**src/rtl/dsvu_pkg.sv**
```systemverilog
`timescale 1ns / 1ps
// ----------------------------------------------------------------------------
// dsvu_pkg: shared types, constants and helpers
// Beat formats, queue entry, widths of the length and divider datapaths.
// ----------------------------------------------------------------------------
package dsvu_pkg;

  localparam int Q_DEPTH     = 4;
  localparam int Q_PTR_W     = $clog2(Q_DEPTH);
  localparam int Q_CNT_W     = $clog2(Q_DEPTH + 1);
  localparam int SQRT_STAGES = 32;
  localparam int DIV_QW      = 47;
  localparam int DIV_NUM_W   = 63;
  localparam int LEN_W       = 32;

  localparam logic [16:0] TIME_STEP_RESET = 17'd1049;

  typedef struct packed {
    logic signed [31:0] pos_diff_x;
    logic signed [31:0] pos_diff_y;
    logic signed [31:0] pos_diff_z;
    logic signed [31:0] vel_diff_x;
    logic signed [31:0] vel_diff_y;
    logic signed [31:0] vel_diff_z;
    logic [30:0]        rest_length;
    logic [30:0]        stiffness;
    logic [30:0]        damping;
    logic [30:0]        inv_mass_a;
    logic [30:0]        inv_mass_b;
    logic               pinned;
  } in_item_t;

  typedef struct packed {
    logic signed [31:0] dvel_a_x;
    logic signed [31:0] dvel_a_y;
    logic signed [31:0] dvel_a_z;
    logic signed [31:0] dvel_b_x;
    logic signed [31:0] dvel_b_y;
    logic signed [31:0] dvel_b_z;
  } out_item_t;

  typedef enum logic {
    KIND_ACTIVE,
    KIND_PINNED
  } kind_t;

  typedef struct packed {
    kind_t    kind;
    in_item_t item;
  } q_entry_t;

  // Queue handshake between front and back
  typedef struct packed {
    logic valid;
  } q_status_t;

  function automatic logic [31:0] abs32(input logic [31:0] v);
    return v[31] ? (32'd0 - v) : v;
  endfunction

  // Shift right by 16, rounding toward zero
  function automatic logic [47:0] trunc16(input logic [63:0] p);
    logic [63:0] m;
    logic [47:0] t;
    m = p[63] ? (64'd0 - p) : p;
    t = m[63:16];
    return p[63] ? (48'd0 - t) : t;
  endfunction

  function automatic logic [31:0] sat32(input logic signed [49:0] v);
    logic [31:0] r;
    if (v > 50'sd2147483647) begin
      r = 32'h7FFF_FFFF;
    end else if (v < -50'sd2147483648) begin
      r = 32'h8000_0000;
    end else begin
      r = v[31:0];
    end
    return r;
  endfunction

  // Apply sign to a magnitude and saturate to 32 bits
  function automatic logic [31:0] sat_mag(input logic neg, input logic [46:0] m);
    logic [31:0] r;
    if (neg) begin
      r = (m > 47'h0_8000_0000) ? 32'h8000_0000 : (32'd0 - m[31:0]);
    end else begin
      r = (m > 47'h0_7FFF_FFFF) ? 32'h7FFF_FFFF : m[31:0];
    end
    return r;
  endfunction

endpackage

```
**src/rtl/dsvu_front.sv**
```systemverilog
`timescale 1ns / 1ps
// ----------------------------------------------------------------------------
// dsvu_front: input acceptance and classification
// Takes beats, tags pinned springs and holds them in a short queue.
// ----------------------------------------------------------------------------
module dsvu_front (
  input  logic               clk,
  input  logic               rst_n,
  input  logic               in_valid,
  output logic               in_stall,
  input  dsvu_pkg::in_item_t in_data,
  input  logic               pop,
  output dsvu_pkg::q_status_t q_status,
  output dsvu_pkg::q_entry_t q_head
);
  import dsvu_pkg::*;

  q_entry_t           mem_r [Q_DEPTH];
  logic [Q_PTR_W-1:0] wr_ptr_r, wr_ptr_nxt;
  logic [Q_PTR_W-1:0] rd_ptr_r, rd_ptr_nxt;
  logic [Q_CNT_W-1:0] count_r, count_nxt;
  logic               push, pop_ok;
  q_entry_t           entry;

  assign in_stall = (count_r == Q_CNT_W'(Q_DEPTH));
  assign push     = in_valid && !in_stall;
  assign pop_ok   = pop && (count_r != '0);

  always_comb begin
    entry.item = in_data;
    entry.kind = in_data.pinned ? KIND_PINNED : KIND_ACTIVE;
  end

  always_comb begin
    wr_ptr_nxt = push ? wr_ptr_r + 1'b1 : wr_ptr_r;
    rd_ptr_nxt = pop_ok ? rd_ptr_r + 1'b1 : rd_ptr_r;
    count_nxt  = count_r + Q_CNT_W'(push) - Q_CNT_W'(pop_ok);
  end

  always_ff @(posedge clk) begin
    if (!rst_n) begin
      wr_ptr_r <= '0;
      rd_ptr_r <= '0;
      count_r  <= '0;
    end else begin
      wr_ptr_r <= wr_ptr_nxt;
      rd_ptr_r <= rd_ptr_nxt;
      count_r  <= count_nxt;
    end
  end

  always_ff @(posedge clk) begin
    if (push) begin
      mem_r[wr_ptr_r] <= entry;
    end
  end

  assign q_status.valid = (count_r != '0);
  assign q_head         = mem_r[rd_ptr_r];

endmodule

```
**config.mk**
```make
export PLATFORM = sky130hd
export DESIGN_NAME = dsvu_front
export DESIGN_NICKNAME = d
export VERILOG_FILES = /design/src/rtl/dsvu_pkg.sv /design/src/rtl/dsvu_front.sv
export SDC_FILE = /design/constraint.sdc
export NUM_CORES = 1
export LEC_CHECK = 0
export ABC_AREA = 0
export BUFFER_PORTS_ARGS = -buffer_cell sky130_fd_sc_hd__buf_2
export CAP_MARGIN = 5
export CORE_MARGIN = 10
export CORE_UTILIZATION = 31
export DETAILED_ROUTE_END_ITERATION = 10
export GPL_TIMING_DRIVEN = 0
export PLACE_DENSITY = 0.59
export SYNTH_ARGS = -nofsm -noshare
export SYNTH_HDL_FRONTEND = slang
export SYNTH_SLANG_ARGS = --single-unit
```
**constraint.sdc**
```tcl
create_clock -name clk -period 13.5 [get_ports clk]
set_input_delay 0 -clock clk [delete_from_list [all_inputs] [get_ports clk]]
set_output_delay 0 -clock clk [all_outputs]
set_load 0.01 [all_outputs]
```
## Yosys cells after proc, flatten, opt, wreduce, memory -nomap -nowiden

Memories as Yosys holds them, arrays and structs flattened. A register that Yosys moved wholly into a read port is not among the register bits.
Index checks and enable logic that the tools add are counted.
W data, S select, Z words.

- Shift operators: 0
- Add/sub/neg operators: 4
- Divide/modulo/power cells: 0
- Reductions and logical operators: 4
- Bitwise gates (word level): 0
- Equal/unequal tests: 1
- Muxes and demuxes: 5
- $mul: 0
- Order comparisons: 0

Operators with widths:

| operator | count |
|---|---|
| $add A2 B1 Y2 const B | 2 |
| $mux W2 | 2 |
| $add A3 B1 Y3 | 1 |
| $eq A3 B3 Y1 const B | 1 |
| $mux W1 | 3 |
| $reduce_bool A3 Y1 | 1 |
| $sub A3 B1 Y3 | 1 |
| $logic_and A1 B1 Y1 | 2 |
| $logic_not A1 Y1 | 1 |

- Bits of input ports: 352
- Register bits: 7
- Latch bits: 0
- Output and inout bits: 351
- ROM bits: 0
- Memories kept: 1
- Logic and storage cells: 18
- Bits in writable memories: 1,396

Memory list:

| memory | depth | bits a word | rd ports | clocked after Yosys merged registers in | write ports | line | text |
|---|---|---|---|---|---|---|---|
| mem_r | 4 | 349 | 1 | 1 | 1 | dsvu_front.sv:18 | `q_entry_t mem_r [Q_DEPTH];` |

## Logic depth before layout (Yosys ltp)

- Word-level depth: 5
- Depth in mapped cells: 12

## Worst setup path after synthesis

Ideal clock, no wire load.

- Path type: reg2reg
- Start: register count_r[1]
- End: memory mem_r[0][0] (netlist name) (enable)
- Setup time: 0.755 ns
- Data required time: 12.745 ns
- Setup slack: 3.948 ns
- Data arrival time: 8.797 ns
- Buffers on the path: 1
- Cell stages (with the launch flop): 5
- Path through: dfxtp_1 -> nor3b_1 -> nor2b_1 -> clkbuf_1 -> and2_1

- Cells in the longest elaborated chain, start to end: 5

RTL lines:

| what | line | text |
|---|---|---|
| start: declaration | dsvu_front.sv:21 | `logic [Q_CNT_W-1:0] count_r, count_nxt;` |
| start signal: assignment | dsvu_front.sv:48 | `count_r <= count_nxt;` |
| $eq A3 B3 Y1 | dsvu_front.sv:25 | `assign in_stall = (count_r == Q_CNT_W'(Q_DEPTH));` |
| named net in_stall | dsvu_front.sv:10 | `output logic in_stall,` |
| $logic_not A1 Y1 | dsvu_front.sv:26 | `assign push = in_valid && !in_stall;` |
| $logic_and A1 B1 Y1 | dsvu_front.sv:26 |  |
| $mux W1 | dsvu_front.sv:53 | `if (push) begin` |
| $mux W1 (implied by the code) | dsvu_front.sv:54 | `mem_r[wr_ptr_r] <= entry;` |
| end: declaration | dsvu_front.sv:18 |  |

The timed path passes the listed nets, and every way through them passes these cells.

==> results_dict.tcl <==
set metrics [dict create \
    status "complete, no violations" \
    htree_levels 4 \
    grt_overflow 0 \
    ys_seq_area_frac 0.814 \
    cp.required_ns 13.50 \
    syn_avg_cell_area_um2 27.6 \
    cts_buffers 151 \
    synth_commonest_cells "edfxtp_1 (1,392), mux4_1 (226), mux4_2 (122)" \
    die_w_um 428 \
    dr_total_vias 26200 \
    num_io_pins 703 \
    stdcell_count 5765 \
    cts_resized 0 \
    avgRoutedWirePerCell_um 22.4 \
    clock_latency_ns 0.79 \
    synth_ff_type "edfxtp_1" \
    rsz0062_at_grt "no" \
    dp_hpwl_mm 83.9 \
    clkTransAtPathRegs_ns 0.06 \
    area_growth_pct 36.3 \
    die_h_um 428 \
    relSlewSlack 0.125 \
    synth_top_area_frac 0.810 \
    fillers 14400 \
    rows 149 \
    fin_crit_ns 3.47 \
    critPathMaxFanout 10 \
    peakVddDrop_v 0.000140 \
    final_hold_viol_count 0 \
    grt_usage 0.138 \
    maxCapViolCount 0 \
    yosys_warnings 0 \
    grt_start_max_net_pins 57 \
    yosys.area.top_type "edfxtp_1" \
    port_buffers 701 \
    wl_mm 129 \
    async_flop_share 0 \
    synth_edf_count 1392 \
    cts_buffer_depth 3 \
    hold_slack_ns 0.0395 \
    p_leak_nw 24.3 \
    post-place-cells 4786 \
    grt_pass1_vias 27900 \
    yosys.cell_count.top_type "edfxtp_1" \
    fin_util 0.426 \
    tritoncts "yes" \
    antenna_found_initial 23 \
    setup_viol 0 \
    drive_above_1_share 0.319 \
    avgViaCountPerCell 4.54 \
    core-area_um2 165000 \
    cts-root-buf "clkbuf_16" \
    worst_hold_path_type "in2reg" \
    synth_area_leaders "edfxtp_1 (81%), mux4_1 (12%), mux4_2 (5.3%)" \
    fmax_mhz 288 \
    synthesis.area_um2 51600 \
    first_pass_iters 4 \
    post-route-period-util 0.257 \
    cts.sinks 1401 \
    drv_slew 0 \
    grt_pass1_wl_mm 190 \
    die_area_um2 183000 \
    cts_setup_buffers 0 \
    dr.first_iter.drc_count 1679 \
    tightest_slew_ns 1.31 \
    drc 0 \
    antenna_left 0 \
    cp-start-kind "register" \
    globalplace.congestion 0.705 \
    end_kind "output pin" \
    dpl-instance-area_um2 58600 \
    power_density_nw_per_um2 173 \
    ys_types 21 \
    finish.instance_area_um2 70300 \
    synthCells 1867 \
    synth-seq-cells 1401 \
    initial_utilization 0.312 \
    final_nets 3795 \
    arrival_ns 3.47 \
    fin_skew_ns 0.0311 \
    critPathKind "reg2out" \
    synth_nets 2226 \
    hold_buffers 686 \
]
per-layer routing:
metal	track usage	part of all wire	up-vias
li1	-	-	11600
met1	0.156	0.38	13500
met2	0.239	0.51	786
met3	0.0429	0.065	225
met4	0.0600	0.043	6
met5	0	0.00023	-
final cells by class:
cell class	instances	area, µm²	area share
multi-input cells	380	8960	0.127
clock inverters	86	840	0.0119
flip-flops and latches	1401	42000	0.597
inverters	5	18.8	0.000267
well taps	2189	2740	0.0389
diodes	22	55.1	0.000783
clock buffers	185	3930	0.0559
plain buffers	81	647	0.00920
repair buffers	1416	11200	0.159
per-stage QoR:
step           setup TNS, ns  worst slack [ns]  total power, mW
6_report                   0             10.03             12.2
5_1_grt                    0              9.85             12.7
4_1_cts                    0              9.71             12.4
3_5_place_dp               0             10.27             8.20
3_3_place_gp        -4620.57             -3.40             8.45
2_1_floorplan              0              3.95             7.10
flip-flops by register name, indices dropped and copies added (netlist names), named ones only:
| name | cells |
|---|---|
| count_r | 3 |
| mem_r | 1392 |
| rd_ptr_r | 2 |
| wr_ptr_r | 2 |
worst max-delay path, cell delays in order (launching register included):
cell and delay (ns):
dfxtp_1 0.30, buf_2 0.30, clkbuf_1 0.99, buf_2 0.47, mux4_1 0.40, buf_2 0.18
cell families (layout without fill, tap and decap cells):
family,Yosys count,count (layout),share of synthesized area
adders and majority gates,7,7,0.00184
AOI/OAI and AO/OA,2,2,0.000340
and+or+nand+nor,17,17,0.00189
xor gates and xnor gates,4,4,0.000679
muxes,350,350,0.169
buffers and inverters,86,1773,0.0129
other,0,22,0
DFF,1401,1401,0.814
power by group:
group,total (mW),switching (mW),internal (mW)
Clock,3.97,1.68,2.29
Combinational,2.86,1.56,1.31
Sequential,5.34,0.0762,5.26
layout by cell type (no fill, tap or decap), drive strengths merged:
cell         count
xnor2            4
buf            804
nor3b            1
clkinv          59
or3              1
edfxtp        1392
mux4           348
inv             18
nor2b            4
bufinv          11
clkinvlp         3
diode           22
ha               6
clkbuf         192
and2             7
fa               1
o31a             1
dlygate4sd3    686
o311ai           1
dfxtp            9
nand2            4
mux2i            2
final timing paths:
kind	depth (start not counted)	start	to	slack (ns)
worst max register to register	11	count_r[2]	count_r[1]	10.23
worst min-delay path	2	in_data[159]	mem_r[1][159]	0.04
worst min register to register	2	wr_ptr_r[0]	wr_ptr_r[0]	0.51
worst max-delay path	5	register	q_head[108]	10.03
Note: power is estimated with default switching activity, not from simulation.
